## src/hw/rtl/bdpt_pkg.sv

```systemverilog
// Shared types and constants of the button debounce and push timer block.
package bdpt_pkg;

    // Widths of the transaction fields.
    localparam int OpW        = 3;
    localparam int BtnW       = 2;
    localparam int RawW       = 3;
    localparam int FlagW      = 3;
    localparam int FilterW    = 8;
    localparam int HoldW      = 16;

    // Default and legal range of the button count.
    localparam int NumButtons = 3;
    localparam int MaxButtons = 32;

    // Reset value of the filter register.
    localparam logic [FilterW-1:0] FilterReset = 8'd4;

    // Event latch encoding: bit 0 pushed, bit 1 pulled.
    localparam logic [1:0] LatchPushed = 2'b01;
    localparam logic [1:0] LatchPulled = 2'b10;

    // Hold time arithmetic in milliseconds.
    localparam logic [HoldW-1:0] HoldStep    = 16'd10;
    localparam logic [HoldW-1:0] HoldSatEdge = 16'd65520;
    localparam logic [HoldW-1:0] HoldMax     = 16'hFFFF;

    typedef enum logic [OpW-1:0] {
        OP_TICK       = 3'd0,
        OP_CLR_PUSHED = 3'd1,
        OP_CLR_PULLED = 3'd2,
        OP_CLR_TIME   = 3'd3,
        OP_QUERY      = 3'd4
    } op_t;

    // Command that the top level hands to every lane.
    typedef struct packed {
        logic                accept;
        logic [OpW-1:0]      op;
        logic                sel;
        logic                level;
        logic [FilterW-1:0]  filter;
    } lane_cmd_t;

    // State of one lane after the current transaction.
    typedef struct packed {
        logic               level;
        logic               pushed;
        logic               pulled;
        logic [HoldW-1:0]   hold;
    } lane_state_t;

    // Output-stage control between the top level and the merge stage.
    typedef struct packed {
        logic accept;
        logic take;
    } merge_ctrl_t;

endpackage

```

## src/hw/rtl/bdpt_if.sv

```systemverilog
// Handshake interfaces for the request, response and configuration channels.
interface bdpt_req_if
    import bdpt_pkg::*;
();
    logic                valid;
    logic                ready;
    logic [OpW-1:0]      op;
    logic [BtnW-1:0]     button;
    logic [RawW-1:0]     raw_levels;

    modport source (output valid, op, button, raw_levels, input ready);
    modport sink   (input valid, op, button, raw_levels, output ready);
endinterface

interface bdpt_rsp_if
    import bdpt_pkg::*;
();
    logic                valid;
    logic                ready;
    logic [FlagW-1:0]    filtered_levels;
    logic [FlagW-1:0]    pushed_flags;
    logic [FlagW-1:0]    pulled_flags;
    logic [HoldW-1:0]    push_time_ms;

    modport source (output valid, filtered_levels, pushed_flags, pulled_flags,
                    push_time_ms, input ready);
    modport sink   (input valid, filtered_levels, pushed_flags, pulled_flags,
                    push_time_ms, output ready);
endinterface

interface bdpt_cfg_if
    import bdpt_pkg::*;
();
    logic                valid;
    logic                ready;
    logic [FilterW-1:0]  filter_ticks;

    modport source (output valid, filter_ticks, input ready);
    modport sink   (input valid, filter_ticks, output ready);
endinterface

```

## src/hw/rtl/bdpt_lane.sv

```systemverilog
// Debounce filter, event latches and hold timer for a single button.
module bdpt_lane
    import bdpt_pkg::*;
(
    input  logic         clk,
    input  logic         rst_n,
    input  lane_cmd_t    cmd,
    output lane_state_t  state_next
);

    logic               stable_reg, stable_next;
    logic [FilterW-1:0] count_reg,  count_next;
    logic [1:0]         latch_reg,  latch_next;
    logic [HoldW-1:0]   hold_reg,   hold_next;
    logic               mismatch;
    logic [HoldW-1:0]   hold_first;

    assign mismatch   = stable_reg != cmd.level;
    assign hold_first = HoldW'(cmd.filter) * HoldStep;

    always_comb
    begin
        stable_next = stable_reg;
        count_next  = count_reg;
        latch_next  = latch_reg;
        hold_next   = hold_reg;
        if (cmd.accept)
        begin
            unique case (op_t'(cmd.op))
                OP_TICK:
                begin
                    if (mismatch)
                    begin
                        if (count_reg < cmd.filter)
                        begin
                            count_next = count_reg + 1'b1;
                        end
                        else
                        begin
                            stable_next = cmd.level;
                            latch_next  = latch_reg | (cmd.level ? LatchPushed : LatchPulled);
                        end
                    end
                    else
                    begin
                        count_next = '0;
                        if (latch_reg == LatchPushed && hold_reg != HoldMax)
                        begin
                            if (hold_reg == '0)
                            begin
                                hold_next = hold_first;
                            end
                            else if (hold_reg > HoldSatEdge)
                            begin
                                hold_next = HoldMax;
                            end
                            else
                            begin
                                hold_next = hold_reg + HoldStep;
                            end
                        end
                    end
                end
                OP_CLR_PUSHED:
                begin
                    if (cmd.sel)
                    begin
                        latch_next = latch_reg & ~LatchPushed;
                    end
                end
                OP_CLR_PULLED:
                begin
                    if (cmd.sel)
                    begin
                        latch_next = latch_reg & ~LatchPulled;
                    end
                end
                OP_CLR_TIME:
                begin
                    if (cmd.sel)
                    begin
                        hold_next = '0;
                    end
                end
                default:
                begin
                    // Query and unused codes leave the state alone.
                end
            endcase
        end
    end

    always_ff @(posedge clk or negedge rst_n)
    begin
        if (!rst_n)
        begin
            stable_reg <= 1'b0;
            count_reg  <= '0;
            latch_reg  <= '0;
            hold_reg   <= '0;
        end
        else
        begin
            stable_reg <= stable_next;
            count_reg  <= count_next;
            latch_reg  <= latch_next;
            hold_reg   <= hold_next;
        end
    end

    assign state_next.level  = stable_next;
    assign state_next.pushed = latch_next[0];
    assign state_next.pulled = latch_next[1];
    assign state_next.hold   = hold_next;

    // A tick that agrees with the stable level always restarts the filter.
    a_match_clears: assert property (@(posedge clk) disable iff (!rst_n)
        (cmd.accept && cmd.op == OP_TICK && !mismatch) |=> (count_reg == '0))
        else $error("mismatch counter not cleared by a matching tick");

    // An accepted level change always leaves the matching event latched.
    a_change_latches: assert property (@(posedge clk) disable iff (!rst_n)
        (cmd.accept && cmd.op == OP_TICK && mismatch && !(count_reg < cmd.filter))
        |=> (stable_reg ? latch_reg[0] : latch_reg[1]))
        else $error("level change without its event latch");

    // The hold time moves only with a transaction.
    a_hold_quiet: assert property (@(posedge clk) disable iff (!rst_n)
        !cmd.accept |=> $stable(hold_reg))
        else $error("hold time changed without a transaction");

endmodule

```

## src/hw/rtl/bdpt_merge.sv

```systemverilog
// Merge stage: gathers the lane states into one registered response.
module bdpt_merge
    import bdpt_pkg::*;
#(
    parameter int BUTTONS = NumButtons
)(
    input  logic          clk,
    input  logic          rst_n,
    input  merge_ctrl_t   ctrl,
    input  logic [BtnW-1:0] button,
    input  lane_state_t   lanes [BUTTONS],
    bdpt_rsp_if.source    rsp
);

    logic               valid_reg, valid_next;
    logic [FlagW-1:0]   level_reg, pushed_reg, pulled_reg;
    logic [FlagW-1:0]   level_bits, pushed_bits, pulled_bits;
    logic [HoldW-1:0]   hold_reg, hold_sel;

    // Only the first three buttons fit the flag fields.
    for (genvar i = 0; i < FlagW; i++)
    begin : g_flag
        if (i < BUTTONS)
        begin : g_used
            assign level_bits[i]  = lanes[i].level;
            assign pushed_bits[i] = lanes[i].pushed;
            assign pulled_bits[i] = lanes[i].pulled;
        end
        else
        begin : g_unused
            assign level_bits[i]  = 1'b0;
            assign pushed_bits[i] = 1'b0;
            assign pulled_bits[i] = 1'b0;
        end
    end

    // A button index with no lane selects nothing and reports zero.
    always_comb
    begin
        hold_sel = '0;
        for (int i = 0; i < BUTTONS; i++)
        begin
            if (int'(button) == i)
            begin
                hold_sel = hold_sel | lanes[i].hold;
            end
        end
    end

    always_comb
    begin
        valid_next = valid_reg;
        if (ctrl.accept)
        begin
            valid_next = 1'b1;
        end
        else if (ctrl.take)
        begin
            valid_next = 1'b0;
        end
    end

    always_ff @(posedge clk or negedge rst_n)
    begin
        if (!rst_n)
        begin
            valid_reg <= 1'b0;
        end
        else
        begin
            valid_reg <= valid_next;
        end
    end

    always_ff @(posedge clk)
    begin
        if (ctrl.accept)
        begin
            level_reg  <= level_bits;
            pushed_reg <= pushed_bits;
            pulled_reg <= pulled_bits;
            hold_reg   <= hold_sel;
        end
    end

    assign rsp.valid           = valid_reg;
    assign rsp.filtered_levels = level_reg;
    assign rsp.pushed_flags    = pushed_reg;
    assign rsp.pulled_flags    = pulled_reg;
    assign rsp.push_time_ms    = hold_reg;

endmodule

```

## src/hw/rtl/button_debounce_push_timer_core.sv

```systemverilog
// Top level of the button debounce and push timer block.
//
//  Channel | Direction | Payload                                        | Per transaction
//  --------+-----------+------------------------------------------------+----------------
//  req     | in        | op, button, raw_levels                         | one operation
//  rsp     | out       | filtered_levels, pushed_flags, pulled_flags,   | one response
//          |           | push_time_ms                                   |
//  cfg     | in        | filter_ticks                                   | one register write
//
// Every request is finished in the cycle it is accepted: all button lanes
// update their state in parallel and the merge stage registers the response,
// which appears in the next cycle. A new request is accepted every cycle as
// long as the response register is empty or is being drained in that same
// cycle, so the sustained rate is one transaction per cycle; the single
// response register is what sets that limit under back pressure.
// The configuration channel is always ready and takes effect on the next
// request. Reset is asynchronous and active low: all buttons read released,
// counters, latches and hold times are zero, and the filter is four ticks.
module button_debounce_push_timer_core
    import bdpt_pkg::*;
#(
    parameter int BUTTONS = NumButtons
)(
    input  logic        clk,
    input  logic        rst_n,
    bdpt_req_if.sink    req,
    bdpt_rsp_if.source  rsp,
    bdpt_cfg_if.sink    cfg
);

    logic [FilterW-1:0] filter_reg, filter_next;
    logic               accept;
    lane_state_t        lane_state [BUTTONS];
    merge_ctrl_t        merge_ctrl;

    // The configuration register can always take a write.
    assign cfg.ready   = 1'b1;
    assign filter_next = (cfg.valid && cfg.ready) ? cfg.filter_ticks : filter_reg;

    always_ff @(posedge clk or negedge rst_n)
    begin
        if (!rst_n)
        begin
            filter_reg <= FilterReset;
        end
        else
        begin
            filter_reg <= filter_next;
        end
    end

    // A request is taken whenever the response register is free or emptying.
    assign req.ready         = !rsp.valid || rsp.ready;
    assign accept            = req.valid && req.ready;
    assign merge_ctrl.accept = accept;
    assign merge_ctrl.take   = rsp.valid && rsp.ready;

    // One lane per button. Buttons beyond the raw field see a released level.
    for (genvar i = 0; i < BUTTONS; i++)
    begin : g_lane
        lane_cmd_t cmd;

        assign cmd.accept = accept;
        assign cmd.op     = req.op;
        assign cmd.sel    = (int'(req.button) == i);
        assign cmd.filter = filter_reg;
        if (i < RawW)
        begin : g_raw
            assign cmd.level = req.raw_levels[i];
        end
        else
        begin : g_none
            assign cmd.level = 1'b0;
        end

        bdpt_lane u_lane (
            .clk        (clk),
            .rst_n      (rst_n),
            .cmd        (cmd),
            .state_next (lane_state[i])
        );
    end

    bdpt_merge #(
        .BUTTONS (BUTTONS)
    ) u_merge (
        .clk    (clk),
        .rst_n  (rst_n),
        .ctrl   (merge_ctrl),
        .button (req.button),
        .lanes  (lane_state),
        .rsp    (rsp)
    );

endmodule
```

## src/flat_wrapper.sv

```systemverilog
// flat-port wrapper written by rule: the top's interface ports become plain ports
module button_debounce_push_timer_core_flat import bdpt_pkg::*;
#(
    parameter int BUTTONS = NumButtons
)
  (clk, rst_n, req_valid, req_op, req_button, req_raw_levels, req_ready, rsp_valid, rsp_filtered_levels, rsp_pushed_flags, rsp_pulled_flags, rsp_push_time_ms, rsp_ready, cfg_valid, cfg_filter_ticks, cfg_ready);
  bdpt_req_if req_i ();
  bdpt_rsp_if rsp_i ();
  bdpt_cfg_if cfg_i ();
  input  logic clk;
  input  logic rst_n;
  input wire logic [$bits(req_i.valid)-1:0] req_valid;
  input wire logic [$bits(req_i.op)-1:0] req_op;
  input wire logic [$bits(req_i.button)-1:0] req_button;
  input wire logic [$bits(req_i.raw_levels)-1:0] req_raw_levels;
  output wire logic [$bits(req_i.ready)-1:0] req_ready;
  output wire logic [$bits(rsp_i.valid)-1:0] rsp_valid;
  output wire logic [$bits(rsp_i.filtered_levels)-1:0] rsp_filtered_levels;
  output wire logic [$bits(rsp_i.pushed_flags)-1:0] rsp_pushed_flags;
  output wire logic [$bits(rsp_i.pulled_flags)-1:0] rsp_pulled_flags;
  output wire logic [$bits(rsp_i.push_time_ms)-1:0] rsp_push_time_ms;
  input wire logic [$bits(rsp_i.ready)-1:0] rsp_ready;
  input wire logic [$bits(cfg_i.valid)-1:0] cfg_valid;
  input wire logic [$bits(cfg_i.filter_ticks)-1:0] cfg_filter_ticks;
  output wire logic [$bits(cfg_i.ready)-1:0] cfg_ready;
  assign req_i.valid = req_valid;
  assign req_i.op = req_op;
  assign req_i.button = req_button;
  assign req_i.raw_levels = req_raw_levels;
  assign req_ready = req_i.ready;
  assign rsp_valid = rsp_i.valid;
  assign rsp_filtered_levels = rsp_i.filtered_levels;
  assign rsp_pushed_flags = rsp_i.pushed_flags;
  assign rsp_pulled_flags = rsp_i.pulled_flags;
  assign rsp_push_time_ms = rsp_i.push_time_ms;
  assign rsp_i.ready = rsp_ready;
  assign cfg_i.valid = cfg_valid;
  assign cfg_i.filter_ticks = cfg_filter_ticks;
  assign cfg_ready = cfg_i.ready;
  button_debounce_push_timer_core #(.BUTTONS(BUTTONS)) u_core (.clk(clk), .rst_n(rst_n), .req(req_i), .rsp(rsp_i), .cfg(cfg_i));
endmodule
```

## config.mk

```make
export PLATFORM = sky130hd
export DESIGN_NAME = button_debounce_push_timer_core_flat
export DESIGN_NICKNAME = d
export VERILOG_FILES = /design/src/hw/rtl/bdpt_pkg.sv /design/src/hw/rtl/bdpt_if.sv /design/src/hw/rtl/bdpt_lane.sv /design/src/hw/rtl/bdpt_merge.sv /design/src/hw/rtl/button_debounce_push_timer_core.sv /design/src/flat_wrapper.sv
export SDC_FILE = /design/constraint.sdc
export NUM_CORES = 1
export LEC_CHECK = 0
export BUFFER_PORTS_ARGS = -buffer_cell sky130_fd_sc_hd__buf_4
export CORE_MARGIN = 10
export CORE_UTILIZATION = 55
export CTS_CLUSTER_SIZE = 24
export DETAILED_ROUTE_END_ITERATION = 10
export PLACE_DENSITY = 0.73
export REMOVE_ABC_BUFFERS = 1
export SYNTH_ARGS = -nofsm -noshare
export SYNTH_HDL_FRONTEND = slang
export SYNTH_SLANG_ARGS = --single-unit
export TNS_END_PERCENT = 30
```

## constraint.sdc

```tcl
create_clock -name clk -period 8.2 [get_ports clk]
set_input_delay 1.64 -clock clk [delete_from_list [all_inputs] [get_ports clk]]
set_output_delay 1.64 -clock clk [all_outputs]
set_load 0.005 [all_outputs]
```

=== Word-level counts from Yosys, hierarchy flattened ===
Cells that the tools add are included.

* $add $sub $neg: 6
* Multiply operators: 1
* Magnitude comparators: 6
* Equal/unequal tests: 17
* Muxes and demuxes: 65
* Bitwise operators: 5
* Reductions and logical operators: 16

{| class="wikitable"
|+ Operators with widths
! cell !! number
|-
| $mux W16 || 21
|-
| $pmux W16 S2 || 3
|-
| $add A16 B4 Y16 const B || 3
|-
| $gt A16 B16 Y1 const B || 3
|-
| $logic_not A16 Y1 || 3
|-
| $mux W8 || 6
|-
| $ne A16 B16 Y1 const B || 3
|-
| $or A16 B16 Y16 || 2
|-
| $mux W2 || 15
|-
| $add A8 B1 Y8 const B || 3
|-
| $lt A8 B8 Y1 || 3
|-
| $pmux W2 S3 || 3
|-
| $mux W1 || 17
|-
| $mul A8 B3 Y11 const B || 1
|-
| $reduce_and A3 Y1 || 3
|-
| $eq A2 B1 Y1 const B || 3
|-
| $eq A3 B2 Y1 const B || 2
|-
| $ne A2 B1 Y1 const B || 3
|-
| $or A2 B2 Y2 || 3
|-
| $logic_and A1 B1 Y1 || 5
|-
| $eq A2 B2 Y1 const B || 2
|-
| $eq A3 B1 Y1 const B || 1
|-
| $logic_not A3 Y1 || 1
|-
| $ne A1 B1 Y1 || 3
|-
| 4 further kinds || 4
|}

* Register bits: 115
* Input bits: 21
* Output and inout port bits: 28
* Logic and storage cells: 134

=== Depth between registers and ports, before layout ===
Gate-level depths: netlist of run 1.

* Depth in word-level cells: 12
* Mapped depth: 11

=== Hierarchy ===
From an unflattened synthesis of run 1, not the netlist that was laid out.

* Cell total of the unflattened synthesis: 926
* Area, all modules: 8444.3 um^2

{| class="wikitable"
|+ By module, submodules not included
! module !! times used !! cells an instance !! area each (um^2) !! seq. area each (um^2)
|-
| bdpt_lane at u_core.g_lane[0].u_lane ... || 2 || 284 || 2308.5 || 675.6
|-
| bdpt_lane at u_core.g_lane[2].u_lane || 1 || 266 || 2279.7 || 675.6
|-
| bdpt_merge || 1 || 67 || 1168.6 || 775.7
|-
| button_debounce_push_timer_core || 1 || 25 || 379.1 || 201.4
|}

=== Worst setup path after synthesis of run 1 ===
Ideal clock, no wire load.

* Kind: input to register
* From: in req_op[0]
* To: reg u_core.u_merge.hold_reg[5] (netlist: u_core.u_merge.rsp.push_time_ms[5]), data pin
* Arrival time: 3542 ps
* Path slack: 4397 ps
* Cell stages on the path: 8
* Path through: buf_2 > or2_4 > a2111o_1 > a211o_1 > and2_4 > buf_6 > a21o_1 > a221o_1

* Elaborated cells between the ends (all ways): 13

{| class="wikitable"
|+ RTL lines
! item !! line !! text
|-
| start: declaration || flat_wrapper.sv:13 || <nowiki>input wire logic [$bits(req_i.op)-1:0] req_op;</nowiki>
|-
| $eq A3 B2 Y1 / $logic_not A3 Y1 (equally long branches) || bdpt_lane.sv:29 || <nowiki>unique case (op_t'(cmd.op))</nowiki>
|-
| $pmux W16 S2 (*) || bdpt_lane.sv:29 ||
|-
| $mux W16 (*) || bdpt_lane.sv:27 || <nowiki>if (cmd.accept)</nowiki>
|-
| via u_core.g_lane[2].u_lane.hold_next[5] || bdpt_lane.sv:14 || <nowiki>logic [HoldW-1:0] hold_reg, hold_next;</nowiki>
|-
| $or A16 B16 Y16 (*) || bdpt_merge.sv:45 || <nowiki>hold_sel = hold_sel | lanes[i].hold;</nowiki>
|-
| $mux W16 (*) || bdpt_merge.sv:43 || <nowiki>if (int'(button) == i)</nowiki>
|-
| via u_core.u_merge.hold_sel[5] || bdpt_merge.sv:18 || <nowiki>logic [HoldW-1:0] hold_reg, hold_sel;</nowiki>
|-
| end signal: assignment || bdpt_merge.sv:82 || <nowiki>hold_reg <= hold_sel;</nowiki>
|-
| end: declaration || bdpt_merge.sv:18 ||
|}

Mark *: on every way through the listed nets, which the timed path passes. The rest lies on a longest branch.
A chain may end at the register's enable or synchronous reset.

=== Worst setup path in the final report of run 1 ===
* From: in rsp_ready
* To: out req_ready

* Word-level cells in the longest chain between the ends: 1

{| class="wikitable"
|+ RTL lines
! item !! line !! text
|-
| start: declaration || flat_wrapper.sv:22 || <nowiki>input wire logic [$bits(rsp_i.ready)-1:0] rsp_ready;</nowiki>
|-
| $logic_or A1 B1 Y1 || button_debounce_push_timer_core.sv:53 || <nowiki>assign req.ready = !rsp.valid || rsp.ready;</nowiki>
|-
| end: declaration || flat_wrapper.sv:16 || <nowiki>output wire logic [$bits(req_i.ready)-1:0] req_ready;</nowiki>
|}

No other way between the ends.

==> results.md, run 1 <==
- Clock Skews: 0.00854 ns
- IO Port Bufs: 47
- TritonCTS Buffers: 17
- Fraction of layout cells with a size suffix above 1: 0.129
- CTS Buffer Depth: 2
- YS warnings: 0
- Worst setup EP type: output port
- Pwr/cell area: 196 mW/mm^2
- DRC: 0
- RR Startpoint: u_core.filter_reg[0]
- Final WL: 23.4 mm
- Antenna cells: 0
- Hold Buf Count CTS: 0
- M2 GR Usage: 0.416
- Outcome: complete, no violations
- Post-Syn Area: 0.00743 sq mm
- Boundary pin count: 49
- Met1 Track Usage GR: 0.308
- R2R depth: 11
- Fill count: 1153
- Top-count cell post-synth: nor2_1
- Worst EP arrival: 2.39 ns
- Post-CTS setup buffer count: 0
- Die height: 136 um
- Post-DRT Antenna Nets: 0
- Worst reg2reg setup slack: 4.39 ns
- Total Routing Usage GR: 0.257
- Via/cell ratio: 6.63
- Area post-placement: 0.00791 sq mm
- Max transition margin: 0.397
- Design Power: 0.00167 W
- GRT busiest layer: met2
- Pins over their slew limit: 0
- Top post-synthesis cells by area: dfrtp_1 30%, edfxtp_1 10%, ha_1 6.6%
- TNS Setup: 0 ns
- Iter 0 DRT Violations: 885
- Post-route minimum period: 4.03 ns
- RSZ-0062 raised after global routing: no
- FF+latch count, synth: 115
- Final net count: 923
- Startpoint types: input port
- Largest net degree at the start of global routing: 57
- Critical path fanouts, max: 5
- Met3 GRT Util: 0.0705
- Number of flops mapped to enable cells by yosys: 25
- Worst-skew pair later-pin latency: 0.42 ns
- Worst Hold Path Cells: 1
- Global-route wire length before repair: 37.3 mm
- Fmax achieved: 248 MHz
- Min-delay src: u_core.g_lane[2].u_lane.latch_reg[0]
- Cell taking the most area after synthesis: dfrtp_1
- Max_cap viols: 0
- Reg2reg end: u_core.u_merge.rsp.push_time_ms[8]
- Hold crit path type: flop to flop
- Post-synth top area share: 0.300
- Starting Density: 0.561
- Max reg flops: 48
- CTS tree: done
- Clk Tree Root Cell: clkbuf_16
- GPL Wtd Cong: 0.986
- Syn Inst Count: 821
- Clock H-tree levels: 4
- WHS: 0.522 ns
- Routed via count: 6970
- # rows: 42
- Initial antenna violation count: 0
- CTS sink count: 115
- Critical Path RT: 6.56 ns
- Synth-to-Final Area Change: 14.5%
- Hold EP: u_core.g_lane[2].u_lane.latch_reg[0]
- DP HPWL: 17.0 mm
- Max IR drop VDD: 138 uV
- Final Hold Viols: 0
- Ys async rst share: 0.783
- Final setup fails: 0
- Clock slew at reported path FFs: 0.05 ns
- Global route overflow: 0
- Final period util: 0.492
- Core area: 0.0132 sq mm
- Slew at the pin with the worst max-slew slack: 0.902 ns
- Leakage power: 3.81 nW
- Die width: 136 um
- Final Cell Area: 0.00851 sq mm
- Sequential element share of the synthesized area: 0.404
- Die area: 0.0186 sq mm
- Top FF cell, synth: dfrtp_1
- Commonest cells post-synth: 90 x nor2_1, 89 x dfrtp_1, 80 x nand2_1, 65 x o21ai_0, 48 x a21oi_1
- Mean Syn Cell Area: 9.06 sq um
- CTS resizes: 0
- Vias in the first global route: 6817
- Unique masters post-synth: 87
- WL/cell: 22.2 um
- TritonRoute pass-1 iters: 6
- Crit Path Category: input port to output port
## power breakdown
part | switching [W] | total, W | internal [W]
clock network | 0.000278 | 0.000763 | 0.000485
logic | 0.000167 | 0.000265 | 0.0000974
registers | 0.0000306 | 0.000643 | 0.000612
total | 0.000476 | 0.00167 | 0.00119
## cells in the final DEF, fill, tap and decap left out, types with 15 or more instances in the layout
cell | Yosys | layout
clkbuf_16 | 0 | 17
buf_4 | 1 | 53
nand2_1 | 80 | 80
nand4_1 | 19 | 19
a21o_1 | 18 | 18
dfrtp_1 | 89 | 89
xor2_1 | 24 | 24
inv_1 | 25 | 25
nor3_1 | 15 | 15
o21ai_0 | 65 | 65
nand3_1 | 29 | 29
a21oi_1 | 48 | 48
nor2_1 | 90 | 89
ha_1 | 39 | 39
edfxtp_1 | 25 | 25
## per-layer routing
metal | routed length (um) | share of wire
met5 | 0 | 0
met4 | 1060 | 0.045
met3 | 1950 | 0.084
met2 | 11100 | 0.48
met1 | 9230 | 0.39
## metrics by stage
stage | worst slack [ns] | utilization | cells
after detailed placement | 4.02 | 0.597 | 1019
after global placement | 4.06 | 0.597 | 1019
after floorplan | 4.36 | - | 790
final | 4.17 | 0.643 | 1051
after global routing | 4.09 | 0.643 | 1051
after CTS | 4.15 | 0.643 | 1051
## worst max-delay path, cell delays in order
cell and delay, ns:
buf_4 0.11, nor2b_1 0.35, inv_1 0.13, buf_4 0.16
## cell type report
cell class,instances,area (sq um),share of cell area
multi-input combinational,649,4190,0.492
timing repair buffer,53,398,0.0467
inverter,26,97.6,0.0115
sequential,115,3000,0.353
clock buffer,19,443,0.0520
tap,176,220,0.0259
clock inverter,13,160,0.0188
## worst max path at each step
stage / from / to
floorplan: req_op[2] / u_core.g_lane[2].u_lane.count_reg[7]
finish: rsp_ready / req_ready
CTS: rsp_ready / req_ready
global route: rsp_ready / req_ready
detailed placement: req_raw_levels[1] / u_core.u_merge.rsp.push_time_ms[10]
global placement: req_raw_levels[1] / u_core.u_merge.rsp.push_time_ms[10]
## cells by family (layout without fill, tap and decap cells)
family          after synthesis  in the layout  share of synthesized area
buf+inv                      57            111                     0.0328
flops                       115            115                      0.404
xor+xnor                     28             28                     0.0330
compound gates              251            251                      0.230
simple gates                322            322                      0.221
mux                           7              7                    0.00993
other cells                   1              1                   0.000504
fa+ha+maj                    40             40                     0.0683
Note: power is estimated with default switching activity, not from simulation.
==> inputs of run 2 (changes only) <==
--- a/config.mk
+++ b/config.mk
@@ -5,6 +5,7 @@
 export SDC_FILE = /design/constraint.sdc
 export NUM_CORES = 1
 export LEC_CHECK = 0
+export ABC_AREA = 1
 export BUFFER_PORTS_ARGS = -buffer_cell sky130_fd_sc_hd__buf_4
 export CORE_MARGIN = 10
 export CORE_UTILIZATION = 55
==> constraint.sdc (replaced) <==
create_clock -name clk -period 4.21 [get_ports clk]
set_input_delay 0.842 -clock clk [delete_from_list [all_inputs] [get_ports clk]]
set_output_delay 0.842 -clock clk [all_outputs]
set_load 0.005 [all_outputs]
==> results.md, run 2 <==
- Outcome: complete, no violations (unchanged)
- Cell taking the most area after synthesis: dfrtp_1 (unchanged)
- Multi-input logic area: 0.00474 sq mm (was 0.00419 sq mm)
- Starting Density: 0.559 (was 0.561)
- Top post-synthesis cells by area: dfrtp_1 26%, nand2_1 22%, edfxtp_1 8.9% (was dfrtp_1 30%, edfxtp_1 10%, ha_1 6.6%)
- Final net count: 1336 (was 923)
- Max IR drop VDD: 322 uV (was 138 uV)
- Unique masters post-synth: 47 (was 87)
- CTS sink count: 115 (unchanged)
- Multiplexer share of the synthesized area: 0 (was 0.00993)
- Die height: 144 um (was 136 um)
- YS warnings: 0 (unchanged)
- Final WL: 23.6 mm (was 23.4 mm)
- Final period util: 0.737
- Fill count: 1353 (was 1153)
- Largest net degree at the start of global routing: 42 (was 57)
- Adder-cell area share of the yosys netlist: 0.0603 (was 0.0683)
- CTS Buffer Depth: 2 (unchanged)
- CTS resizes: 0 (unchanged)
- Post-synthesis compound-gate area fraction: 0.0922 (was 0.230)
- Hold Buf Count CTS: 0 (unchanged)
- DP HPWL: 17.6 mm (was 17.0 mm)
- Critical Path RT: 4.55 ns (was 6.56 ns)
- RSZ-0062 raised after global routing: no (unchanged)
- Buf+Inv Stages, Crit Path: 5 (was 3)
- Top-count cell post-synth: nand2_1 (was nor2_1)
- TNS Setup: 0 ns (unchanged)
- Hold crit path type: input port to asynchronous set/reset pin (was flop to flop)
- Clock H-tree levels: 4 (unchanged)
- Total Routing Usage GR: 0.236 (was 0.257)
- Antenna cells: 0 (unchanged)
- Mean Syn Cell Area: 6.85 sq um (was 9.06 sq um)
- Ys async rst share: 0.783 (unchanged)
- Most frequent CP cell: buf_4 (unchanged)
- GPL Wtd Cong: 0.986 (about the same)
- Worst-skew pair later-pin latency: 0.42 ns (about the same)
- DRC: 0 (unchanged)
- RR Startpoint: u_core.filter_reg[3] (was u_core.filter_reg[0])
- Most frequent cells in the layout: 484 x nand2_1, 113 x inv_1, 110 x nand3_1, 89 x dfrtp_1, 79 x nor2_1 (was 89 x nor2_1, 89 x dfrtp_1, 80 x nand2_1, 65 x o21ai_0, 53 x buf_4)
- Max reg flops: 48 (unchanged)
- Core Util, Final: 0.634 (was 0.643)
- Clock slew at reported path FFs: 0.06 ns (was 0.05 ns)
- R2R depth: 13 (was 11)
- Largest stage delay, worst path: 0.59 ns (was 0.35 ns)
- Iter 0 DRT Violations: 896 (was 885)
- IO Port Bufs: 47 (unchanged)
- Critical path fanouts, max: 29 (was 5)
- Vias in the first global route: 7617 (was 6817)
- Initial antenna violation count: 0 (unchanged)
- Pins over their slew limit: 0 (unchanged)
- Leading cell type in the layout, fill and taps excluded: nand2_1
- Max transition margin: 0.538 (was 0.397)
- TritonRoute pass-1 iters: 6 (unchanged)
- CTS tree: done (unchanged)
- Global-route wire length before repair: 39.0 mm (was 37.3 mm)
- Reg2reg end: u_core.u_merge.rsp.push_time_ms[8] (unchanged)
- Post-synth top area share: 0.264 (was 0.300)
- Top FF cell, synth: dfrtp_1 (unchanged)
- Crit Path Category: input port to flop (was input port to output port)
- Clock Skews: 0.00949 ns (was 0.00854 ns)
- Slew at the pin with the worst max-slew slack: 0.688 ns (was 0.902 ns)
- Fraction of layout cells with a size suffix above 1: 0.106 (was 0.129)
- Routed via count: 8211 (was 6970)
- Final Hold Viols: 0 (unchanged)
- Post-Syn Area: 0.00843 sq mm (was 0.00743 sq mm)
- Post-CTS setup buffer count: 0 (unchanged)
- Pwr/cell area: 415 mW/mm^2 (was 196 mW/mm^2)
- Worst reg2reg setup slack: 1.45 ns (was 4.39 ns)
- Final setup fails: 0 (unchanged)
- Sequential element share of the synthesized area: 0.356 (was 0.404)
- Startpoint types: input port (unchanged)
- Die area: 0.0207 sq mm (was 0.0186 sq mm)
- FF+latch count, synth: 115 (unchanged)
- Core area: 0.0151 sq mm (was 0.0132 sq mm)
- Fmax achieved: 323 MHz
- TritonCTS Buffers: 17 (unchanged)
- Die width: 144 um (was 136 um)
- Boundary pin count: 49 (unchanged)
- Leakage power: 4.89 nW (was 3.81 nW)
- Via/cell ratio: 5.56 (was 6.63)
- Synth-to-Final Area Change: 13.6% (was 14.5%)
- Post-DRT Antenna Nets: 0 (unchanged)
- Commonest cells post-synth: 484 x nand2_1, 113 x inv_1, 110 x nand3_1, 89 x dfrtp_1, 79 x nor2_1 (was 90 x nor2_1, 89 x dfrtp_1, 80 x nand2_1, 65 x o21ai_0, 48 x a21oi_1)
- Number of flops mapped to enable cells by yosys: 25 (unchanged)
- Post-route minimum period: 3.10 ns
- Max_cap viols: 0 (unchanged)
- Slowest CP cell: nor3_4 (was nor2b_1)
- Clk Tree Root Cell: clkbuf_16 (unchanged)
- Worst EP arrival: 3.44 ns (was 2.39 ns)
- Largest family of logic cells by synthesized area: simple AND/OR/NAND/NOR gates (was compound AO/OA/AOI/OAI gates)
- # rows: 45 (was 42)
- Synth Area in Simple Gates: 0.377 (was 0.221)
- Post-Synth XOR/XNOR Area: 0.0331 (was 0.0330)
- Global route overflow: 0 (unchanged)
- CP cell instances: buf_4, nor3_4, buf_4, inv_2, nor2_4, buf_4, nand2_1, o21ai_1, inv_1, o21ai_0 (was buf_4, nor2b_1, inv_1, buf_4)
- Syn Inst Count: 1231 (was 821)
- Delay-heaviest family, CP: buffers and inverters (unchanged)
- Seq. cell area: 0.00300 sq mm (unchanged)
- WL/cell: 16.0 um (was 22.2 um)
- Worst setup EP type: flop (was output port)
==> run 2: worst max path at each step <==
| stage | start | end | slack, ns | cells past startpoint |
|---|---|---|---|---|
| global route | req_op[2] | u_core.g_lane[2].u_lane.count_reg[1] | 0.92 | 10 |
| detailed placement | req_op[2] | u_core.g_lane[2].u_lane.count_reg[1] | 0.74 | 11 |
| finish | req_op[2] | u_core.g_lane[2].u_lane.count_reg[1] | 1.11 | 10 |
| CTS | req_op[2] | u_core.g_lane[2].u_lane.count_reg[1] | 1.19 | 10 |
| global placement | req_op[2] | u_core.g_lane[2].u_lane.count_reg[1] | 0.87 | 11 |
| floorplan | req_op[2] | u_core.g_lane[2].u_lane.count_reg[1] | 1.21 | 8 |
==> run 2: kinds of logic after synthesis <==
kind of cell | count (synthesis)
compound gates | 138
xor+xnor | 31
fa+ha+maj | 40
buf+inv | 161
flops | 115
other cells | 1
simple gates | 745
==> run 2: metal layers <==
layer / track usage / vias up / routed length (um)
met5: 0 / - / 0
met4: 0.0801 / 0 / 688
met3: 0.0528 / 57 / 1720
met2: 0.350 / 339 / 10300
met1: 0.332 / 3763 / 11000
li1: - / 4052 / -
==> run 2: layout make-up <==
class                   instances  area share
well taps                     188      0.0246
repair buffers                 57      0.0447
clock inverters                 6      0.0141
flip-flops and latches        115       0.314
clock buffers                  26      0.0567
inverters                     129      0.0506
multi-input cells             955       0.496
==> run 2: metrics by stage <==
| step | hold slack, ns | area [sq um] | worst slack [ns] | total power (W) | std cells |
|---|---|---|---|---|---|
| 2_1_floorplan | 0.477 | 8230 | 1.21 | 0.00200 | 1199 |
| 3_3_place_gp | 0.508 | 8900 | 0.870 | 0.00231 | 1444 |
| 3_5_place_dp | 0.520 | 8900 | 0.745 | 0.00232 | 1444 |
| 4_1_cts | 0.435 | 9570 | 1.19 | 0.00397 | 1476 |
| 5_1_grt | 0.456 | 9570 | 0.915 | 0.00419 | 1476 |
| 6_report | 0.421 | 9570 | 1.11 | 0.00397 | 1476 |
==> run 2: report_power, final <==
part / total (W) / internal, W / leakage (nW) / switching [W]
logic: 0.000974 / 0.000315 / 3.12 / 0.000659
clock network: 0.00165 / 0.00113 / 0.322 / 0.000517
registers: 0.00135 / 0.00124 / 1.45 / 0.000115
total: 0.00397 / 0.00268 / 4.89 / 0.00129
==> inputs of run 3 (changes only) <==
--- a/config.mk
+++ b/config.mk
@@ -5,7 +5,7 @@
 export SDC_FILE = /design/constraint.sdc
 export NUM_CORES = 1
 export LEC_CHECK = 0
-export ABC_AREA = 1
+export ABC_AREA = 0
 export BUFFER_PORTS_ARGS = -buffer_cell sky130_fd_sc_hd__buf_4
 export CORE_MARGIN = 10
 export CORE_UTILIZATION = 55
==> constraint.sdc (replaced) <==
create_clock -name clk -period 3.1 [get_ports clk]
set_input_delay 0.62 -clock clk [delete_from_list [all_inputs] [get_ports clk]]
set_output_delay 0.62 -clock clk [all_outputs]
set_load 0.005 [all_outputs]
==> results.md, run 3 (synthesis results as in run 1) <==
- Clock Skews: 0.00896 ns (was 0.00949 ns)
- Leading cell type in the layout, fill and taps excluded: buf_4 (was nand2_1)
- Fill count: 1048 (was 1353)
- R2R depth: 11 (was 13)
- DP HPWL: 18.1 mm (was 17.6 mm)
- Pins over their slew limit: 0 (unchanged)
- Pwr/cell area: 506 mW/mm^2 (was 415 mW/mm^2)
- RSZ-0062 raised after global routing: yes (was no)
- Clock H-tree levels: 4 (unchanged)
- Final Hold Viols: 0 (unchanged)
- Clk Tree Root Cell: clkbuf_16 (unchanged)
- Worst reg2reg setup slack: 0.02 ns (was 1.45 ns)
- Most frequent cells in the layout: 121 x buf_4, 89 x nor2_1, 89 x dfrtp_1, 80 x nand2_1, 65 x o21ai_0 (was 484 x nand2_1, 113 x inv_1, 110 x nand3_1, 89 x dfrtp_1, 79 x nor2_1)
- Boundary pin count: 49 (unchanged)
- Final WL: 24.8 mm (was 23.6 mm)
- Antenna cells: 0 (unchanged)
- Max transition margin: 0.543 (was 0.538)
- Via/cell ratio: 6.49 (was 5.56)
- Initial antenna violation count: 1 (was 0)
- Die width: 136 um (was 144 um)
- TritonCTS Buffers: 17 (unchanged)
- Max IR drop VDD: 371 uV (was 322 uV)
- Synth-to-Final Area Change: 23.1% (was 13.6%)
- Hold crit path type: input port to asynchronous set/reset pin (unchanged)
- Final period util: 0.992
- DRC: 0 (unchanged)
- Reg2reg end: u_core.u_merge.rsp.push_time_ms[10] (was u_core.u_merge.rsp.push_time_ms[8])
- Die area: 0.0186 sq mm (was 0.0207 sq mm)
- Fraction of layout cells with a size suffix above 1: 0.202 (was 0.106)
- Global route overflow: 0 (unchanged)
- Iter 0 DRT Violations: 769 (was 896)
- Starting Density: 0.561 (was 0.559)
- Placed cell count: 1087 (was 1444)
- Multi-input logic area: 0.00423 sq mm (was 0.00474 sq mm)
- Outcome: complete, no violations (unchanged)
- Worst EP arrival: 3.36 ns (was 3.44 ns)
- Worst-skew pair later-pin latency: 0.42 ns (about the same)
- Largest net degree at the start of global routing: 51 (was 42)
- CTS Buffer Depth: 2 (unchanged)
- Final net count: 994 (was 1336)
- CTS tree: done (unchanged)
- Clock slew at reported path FFs: 0.05 ns (was 0.06 ns)
- Critical Path RT: 3.38 ns (was 4.55 ns)
- TNS Setup: 0 ns (unchanged)
- Post-DRT Antenna Nets: 0 (unchanged)
- GPL Wtd Cong: 1.01 (was 0.986)
- Max_cap viols: 0 (unchanged)
- Slew at the pin with the worst max-slew slack: 0.683 ns (was 0.688 ns)
- RR Startpoint: u_core.filter_reg[1] (was u_core.filter_reg[3])
- Routed via count: 7277 (was 8211)
- Hold Buf Count CTS: 0 (unchanged)
- Seq. cell area: 0.00300 sq mm (unchanged)
- IO Port Bufs: 47 (unchanged)
- Leakage power: 4.19 nW (was 4.89 nW)
- TritonRoute pass-1 iters: 6 (unchanged)
- Total Routing Usage GR: 0.272 (was 0.236)
- Die height: 136 um (was 144 um)
- WL/cell: 22.1 um (was 16.0 um)
- Global-route wire length before repair: 39.2 mm (was 39.0 mm)
- Fmax achieved: 325 MHz
- Worst setup EP type: flop (unchanged)
- Final setup fails: 0 (unchanged)
- Core area: 0.0132 sq mm (was 0.0151 sq mm)
- Startpoint types: flop (was input port)
- Vias in the first global route: 7138 (was 7617)
- Critical path fanouts, max: 3 (was 29)
- Final cell count without fillers: 1122 (was 1476)
- Post-route minimum period: 3.08 ns
- Crit Path Category: flop to flop (was input port to flop)
- Max reg flops: 48 (unchanged)
- CTS sink count: 115 (unchanged)
- # rows: 42 (was 45)
## run 3: cell types whose count changed in the layout (fill, tap and decap cells not counted), moves of 11 or more
| cell | delta |
|---|---|
| a21o_1 | +18 |
| a21oi_1 | +18 |
| and3_1 | +12 |
| buf_4 | +64 |
| inv_1 | -88 |
| inv_2 | -14 |
| nand2_1 | -404 |
| nand2_2 | -13 |
| nand3_1 | -81 |
| nor4_1 | +13 |
| o211ai_1 | +11 |
## run 3: timing repair
| action | CTS | global route |
|---|---|---|
| pin swaps | 1 | 11 |
| buffers inserted | 0 | 3 |
| endpoints found under the setup margin | 2 | 4 |
| resized for setup | 3 | 6 |
## run 3: critical path, stage by stage, from the launching register on
cell and delay [ns]:
dfrtp_1 0.39, ha_1 0.31, ha_2 0.19, fa_2 0.35, a211o_1 0.34, a2111oi_2 0.36, nand3b_1 0.24, nor2_1 0.07
a31oi_1 0.18, o211ai_1 0.12, a21oi_1 0.20, o311a_1 0.20
## run 3: area by class of cell
cell class              instances  share of cell area
multi-input cells             649               0.462
clock buffers                  24              0.0572
inverters                      26              0.0107
clock inverters                 8              0.0131
repair buffers                124               0.105
well taps                     176              0.0241
flip-flops and latches        115               0.328
## run 3: power breakdown
| part | total [W] | internal [W] | switching [W] | leakage [nW] |
|---|---|---|---|---|
| sequential | 0.00169 | 0.00162 | 0.0000739 | 1.47 |
| clock | 0.00212 | 0.00141 | 0.000703 | 0.313 |
| combinational | 0.000823 | 0.000344 | 0.000478 | 2.41 |
## run 3: routing by layer
metal / global-route usage / part of all wire / wire length, um
met3: 0.0638 / 0.075 / 1870
met5: 0 / 0 / 0
met1: 0.342 / 0.42 / 10400
met4: 0.0923 / 0.024 / 604
met2: 0.449 / 0.48 / 12000
## run 3: worst max-delay path by stage
| stage | slack [ns] | to | from | cells past startpoint |
|---|---|---|---|---|
| final | 0.02 | u_core.u_merge.rsp.push_time_ms[10] | u_core.filter_reg[1] | 11 |
| after CTS | 0.03 | u_core.u_merge.rsp.push_time_ms[9] | u_core.filter_reg[2] | 10 |
| after global placement | -0.02 | u_core.u_merge.rsp.push_time_ms[9] | u_core.filter_reg[2] | 10 |
| after global routing | -0.08 | u_core.u_merge.rsp.push_time_ms[10] | u_core.filter_reg[1] | 11 |
| after floorplan | 0.13 | u_core.u_merge.rsp.push_time_ms[9] | u_core.filter_reg[2] | 10 |
| after detailed placement | -0.03 | u_core.u_merge.rsp.push_time_ms[9] | u_core.filter_reg[2] | 10 |
## run 3: metrics by stage
stage | worst slack, ns | hold WS (ns) | cell area [sq um] | total power [W] | util
after global placement | -0.0224 | 0.512 | 8440 | 0.00247 | 0.638
after CTS | 0.0325 | 0.202 | 9100 | 0.00462 | 0.687
after detailed placement | -0.0329 | 0.523 | 8440 | 0.00250 | 0.638
final | 0.0242 | 0.187 | 9150 | 0.00463 | 0.691
after global routing | -0.0798 | 0.218 | 9150 | 0.00481 | 0.691
after floorplan | 0.126 | 0.324 | 7290 | 0.00212 | -
